[src/rtl/flash_write_back_sector_cache_unit_assert.svh]
// ----------------------------------------------------------------------------
// Assertion macros for the flash write-back sector cache
// Each macro expands to one labeled concurrent assertion on clk and rst_n.
// ----------------------------------------------------------------------------
`ifndef FLASH_WRITE_BACK_SECTOR_CACHE_UNIT_ASSERT_SVH
`define FLASH_WRITE_BACK_SECTOR_CACHE_UNIT_ASSERT_SVH

// Consequent must hold in the same cycle as the antecedent.
`define FWSC_ASSERT_NOW(lbl, ante, cons) \
  lbl: assert property (@(posedge clk) disable iff (!rst_n) (ante) |-> (cons)) \
    else $error("fwsc assertion failed");

// Consequent must hold in the cycle after the antecedent.
`define FWSC_ASSERT_NEXT(lbl, ante, cons) \
  lbl: assert property (@(posedge clk) disable iff (!rst_n) (ante) |=> (cons)) \
    else $error("fwsc assertion failed");

`endif

[src/rtl/fwsc_pkg.sv]
// ----------------------------------------------------------------------------
// fwsc_pkg
// Shared types, codes and defaults of the flash write-back sector cache.
// ----------------------------------------------------------------------------
`timescale 1ns / 1ps

package fwsc_pkg;

  localparam int NUM_SECTORS_DEF  = 4;
  localparam int SECTOR_BYTES_DEF = 4096;
  localparam int PAGE_BYTES_DEF   = 256;

  localparam int MODE_W  = 3;
  localparam int ADDR_FW = 16;
  localparam int DATA_W  = 8;
  localparam int KIND_W  = 2;
  localparam int SECT_FW = 2;
  localparam int MASK_W  = 16;

  localparam int QUEUE_DEPTH = 2;

  localparam logic [DATA_W-1:0] FLUSH_DELAY_RESET = 8'd5;
  localparam logic [DATA_W-1:0] BLANK_BYTE        = 8'hFF;

  localparam logic [MODE_W-1:0] MODE_READ    = 3'd0;
  localparam logic [MODE_W-1:0] MODE_WRITE   = 3'd1;
  localparam logic [MODE_W-1:0] MODE_TICK    = 3'd2;
  localparam logic [MODE_W-1:0] MODE_FLUSH   = 3'd3;
  localparam logic [MODE_W-1:0] MODE_PRELOAD = 3'd4;

  localparam logic [KIND_W-1:0] KIND_ACCESS = 2'd0;
  localparam logic [KIND_W-1:0] KIND_RANGE  = 2'd1;
  localparam logic [KIND_W-1:0] KIND_FLUSH  = 2'd2;

  typedef enum logic [2:0] {
    OP_READ,
    OP_WRITE,
    OP_PRELOAD,
    OP_TICK,
    OP_FLUSH,
    OP_RANGE
  } op_t;

  typedef struct packed {
    op_t                op;
    logic [ADDR_FW-1:0] addr;
    logic [DATA_W-1:0]  data;
  } cmd_t;

endpackage

[src/rtl/fwsc_fifo.sv]
// ----------------------------------------------------------------------------
// fwsc_fifo
// Short command queue between the decode front and the cache back end.
// ----------------------------------------------------------------------------
`timescale 1ns / 1ps

module fwsc_fifo (
  input  logic           clk,
  input  logic           rst_n,
  input  logic           push,
  input  fwsc_pkg::cmd_t push_cmd,
  output logic           full,
  input  logic           pop,
  output logic           valid,
  output fwsc_pkg::cmd_t pop_cmd
);

  localparam int DEPTH = fwsc_pkg::QUEUE_DEPTH;
  localparam int PTR_W = (DEPTH > 1) ? $clog2(DEPTH) : 1;
  localparam int CNT_W = $clog2(DEPTH + 1);

  fwsc_pkg::cmd_t   entry_r [DEPTH];
  logic [PTR_W-1:0] wr_ptr_r, wr_ptr_nxt;
  logic [PTR_W-1:0] rd_ptr_r, rd_ptr_nxt;
  logic [CNT_W-1:0] count_r, count_nxt;
  logic             do_push;
  logic             do_pop;

  assign full    = count_r == CNT_W'(DEPTH);
  assign valid   = count_r != '0;
  assign pop_cmd = entry_r[rd_ptr_r];
  assign do_push = push && !full;
  assign do_pop  = pop && valid;

  always_comb begin
    wr_ptr_nxt = wr_ptr_r;
    rd_ptr_nxt = rd_ptr_r;
    count_nxt  = count_r;
    if (do_push) begin
      wr_ptr_nxt = (wr_ptr_r == PTR_W'(DEPTH - 1)) ? '0 : wr_ptr_r + 1'b1;
    end
    if (do_pop) begin
      rd_ptr_nxt = (rd_ptr_r == PTR_W'(DEPTH - 1)) ? '0 : rd_ptr_r + 1'b1;
    end
    if (do_push && !do_pop) begin
      count_nxt = count_r + 1'b1;
    end else if (do_pop && !do_push) begin
      count_nxt = count_r - 1'b1;
    end
  end

  always_ff @(posedge clk) begin
    if (!rst_n) begin
      wr_ptr_r <= '0;
      rd_ptr_r <= '0;
      count_r  <= '0;
    end else begin
      wr_ptr_r <= wr_ptr_nxt;
      rd_ptr_r <= rd_ptr_nxt;
      count_r  <= count_nxt;
    end
  end

  always_ff @(posedge clk) begin
    if (do_push) begin
      entry_r[wr_ptr_r] <= push_cmd;
    end
  end

endmodule

[config.mk]
export PLATFORM = sky130hd
export DESIGN_NAME = fwsc_fifo
export DESIGN_NICKNAME = d
export VERILOG_FILES = /design/src/rtl/flash_write_back_sector_cache_unit_assert.svh /design/src/rtl/fwsc_pkg.sv /design/src/rtl/fwsc_fifo.sv
export SDC_FILE = /design/constraint.sdc
export NUM_CORES = 1
export LEC_CHECK = 0
export ABC_AREA = 0
export BUFFER_PORTS_ARGS = -buffer_cell sky130_fd_sc_hd__buf_2
export CELL_PAD_IN_SITES_DETAIL_PLACEMENT = 1
export CELL_PAD_IN_SITES_GLOBAL_PLACEMENT = 2
export CORE_MARGIN = 1.5
export CORE_UTILIZATION = 33
export DETAILED_ROUTE_END_ITERATION = 8
export GPL_ROUTABILITY_DRIVEN = 0
export HOLD_SLACK_MARGIN = 0.03
export PLACE_DENSITY = 0.84
export SYNTH_ARGS = -nofsm -noshare
export SYNTH_HDL_FRONTEND = slang
export SYNTH_SLANG_ARGS = --single-unit
export TNS_END_PERCENT = 20
[constraint.sdc]
create_clock -name clk -period 2.35 [get_ports clk]
set_clock_uncertainty 0.15 [all_clocks]
set_input_delay 0.235 -clock clk [delete_from_list [all_inputs] [get_ports clk]]
set_output_delay 0.235 -clock clk [all_outputs]
set_load 0.1 [all_outputs]
==> results.md <==
* Fillers at a little under 600
* GRT Total Usage at between 10% and 20%
* MaxCap Viol Count at 0
* Die height at 84.3 um
* Final Max Tran Viols at 0
* Ant diodes at 0
* ANT nets after route at 0
* Fin crit share at a little over four fifths
* DPL Wire Length at roughly 2900 um
* CP max stage delay at roughly 0.43 ns
* R2r startpoint: count_r[0]$_SDFFE_PN0P_
* Die area at 7110 sq um
* Cts bufs inserted at 9
* R2R setup slack at 0.63 ns
* Crit. End Element: output pin
* Core footprint at ~6400 sq um
* Nets at roughly 240
* FF-to-FF End: count_r[1]$_SDFFE_PN0P_
* CTS tree: done
* Worst reg2reg path depth at 6
* Finished Core Util at 55.0%
* Worst-Margin Slew at ~0.5 ns
* CP cell instances: buf_4 -> mux2_2 -> buf_12
* Seq/Total Area, Yosys at between 70 and 80%
* Critical-path cell with the highest stage delay: mux2_2
* First drt pass iteration count at 4
* Root Driver: clkbuf_8
* Async S/R FF share, synth at 0%
* H-tree levels at 3
* Initial antenna violation count at 0
* Num rows at 29
* Global-route wire length before repair at roughly 7900 um
* Final min period at between 1.5 and 2 ns
* Final Hold Fails at 0
* Synth Cell Area at approximately 2200 sq um
* Total wire length at just under 5000 um
* Footprint of the multi-input gates at roughly 440 sq um
* Syn Area/Cell at between 20 and 25 sq um
* Pwr dens at approximately 1400 nW/um^2
* Hold-critical path endpoint: wr_ptr_r$_SDFFE_PN0N_
* Vias in the first global route at ~1.6k
* Hold_sp: push
* IO Port Bufs at between 50 and 60
* Crit path arrival time at 1.59 ns
* Setup violations, final at 0
* Class of the worst hold path: input pin to flip-flop
* I/O Pins at 60
* Yosys top cell by area: edfxtp_1
* Top-count cell post-synth: edfxtp_1
* Initial core utilization at between 30% and 40%
* Post-synth top cells: edfxtp_1, mux2_2, dfxtp_1
* Most frequently used flop master after synthesis: edfxtp_1
* Worst skew pair latency at 0.32 ns
* Clk sink count at 59
* Synthesis warning total at 0
* EDFF count, synth at 54
* Dominant cells by area after synthesis: edfxtp_1, mux2_2, dfxtp_1
* Via count at about 1.3k
* Worst Hold Path Cells at 3
* Critical Setup Path Class: flip-flop to output pin
* Syn Nets at about 140
* 1st-iter DRT viols at 34
* Clock transition at path regs at roughly 0.060 ns
* Area Overhead vs Synth at 61.0%
* Maximum VDD drop at between 0.0008 and 0.0009 V
* P_leak at 0.00135 uW
* Width of the die at about 84 um
* Top fanout value on the critical path at 27
* Via density at 4.57
* Global route overflow at 0
* Setup_tns at 0 ns
* Seq. cell area at around 1700 sq um
* Slew headroom at between 60% and 70%
* Cell count after synthesis at 109
* Synthesized flop and latch total at 59
* Post-CTS Setup Bufs at 0
* Fmax at a little over 500 MHz
* Layout cell share with drive strength beyond 1 at between 50% and 60%
* Post-synth top area share at between 70% and 80%
* Critical path startpoint category: flip-flop
* DR WL/cell at approximately 17 um
* Required time at the worst-slack endpoint at between 1.5 and 2 ns
* Largest net degree at the start of global routing at 28
* Drt drc at 0
* RSZ-0062 raised after global routing: false
* Synth cell types at 22
* CTS max path bufs at 2
* Outcome: finished clean
[cells by family after synthesis]
| family | synth area share, % |
|---|---|
| compound gates | 1.49 |
| xor+xnor | 1.20 |
| fa+ha+maj | 0.573 |
| buf+inv | 1.26 |
| flops | 78.9 |
| mux | 13.9 |
| simple gates | 2.64 |
[placed cells by master, fill, tap and decap left out, types with 3 or more instances in the layout]
master / instances
clkbuf_8: 9
dfxtp_1: 5
dlygate4sd3_1: 28
clkinv_1: 3
and2_1: 3
buf_4: 5
buf_2: 32
buf_12: 27
edfxtp_1: 54
mux2_2: 27
bufinv_16: 3
[how the worst max path moves through the flow]
stage | from | end | slack (ns) | cells past startpoint
after floorplan | count_r[0]$_SDFFE_PN0P_ | entry_r[0][0]$_DFFE_PP_ | 0.29 | 3
after global placement | count_r[0]$_SDFFE_PN0P_ | count_r[1]$_SDFFE_PN0P_ | 0.69 | 6
after detailed placement | count_r[0]$_SDFFE_PN0P_ | count_r[1]$_SDFFE_PN0P_ | 0.62 | 6
after CTS | flip-flop | pop_cmd[13] | 0.34 | 3
after global routing | flip-flop | pop_cmd[3] | 0.26 | 3
final | flip-flop | pop_cmd[3] | 0.37 | 3
[power breakdown]
group / internal [uW] / total, uW / switching [uW]
logic: 882 / 2560 / 1680
clock network: 692 / 1080 / 385
registers: 1320 / 1380 / 53.1
total: 2900 / 5010 / 2120
[stage by stage]
step | std cells | setup WS [ns] | cell area (sq um) | hold WS (ns) | total power, uW
floorplan | 109 | 0.288 | 2190 | 0.184 | 3070
global placement | 247 | 0.692 | 3000 | 0.273 | 3900
detailed placement | 247 | 0.622 | 3000 | 0.276 | 3930
CTS | 291 | 0.336 | 3510 | 0.117 | 5050
global route | 291 | 0.259 | 3510 | 0.153 | 5190
finish | 291 | 0.370 | 3510 | 0.136 | 5010
[state kept, by name (all words and copies together) (netlist names), named ones only]
register / count
rd_ptr_r: 1
wr_ptr_r: 1
entry_r: 54
count_r: 2
[repair_timing]
action	4_1_cts	5_1_grt
hold buffers	28	0
gates resized for setup	0	0
endpoints found under the hold margin	56	0
[layout make-up]
type                    instances  area share (%)
clock buffers                   9            3.53
multi-input cells              45            12.5
flip-flops and latches         59            49.0
inverters                       2           0.214
clock inverters                 7            3.03
repair buffers                 92            29.0
well taps                      77            2.74
[critical path, delay by kind of cell (launching register included)]
| kind | cells | cell delay (ns) |
|---|---|---|
| flip-flops | 1 | 0.31 |
| multiplexers | 1 | 0.43 |
| buffers and inverters | 2 | 0.51 |
[routing by layer]
layer	GRT usage, %	vias up	wire, um
met1	16.6	667	1860
met3	3.05	10	139
li1	-	618	-
met5	0	-	0
met2	27.0	36	2720
met4	7.60	0	110
No activity file was read; power rests on OpenSTA's default activity.
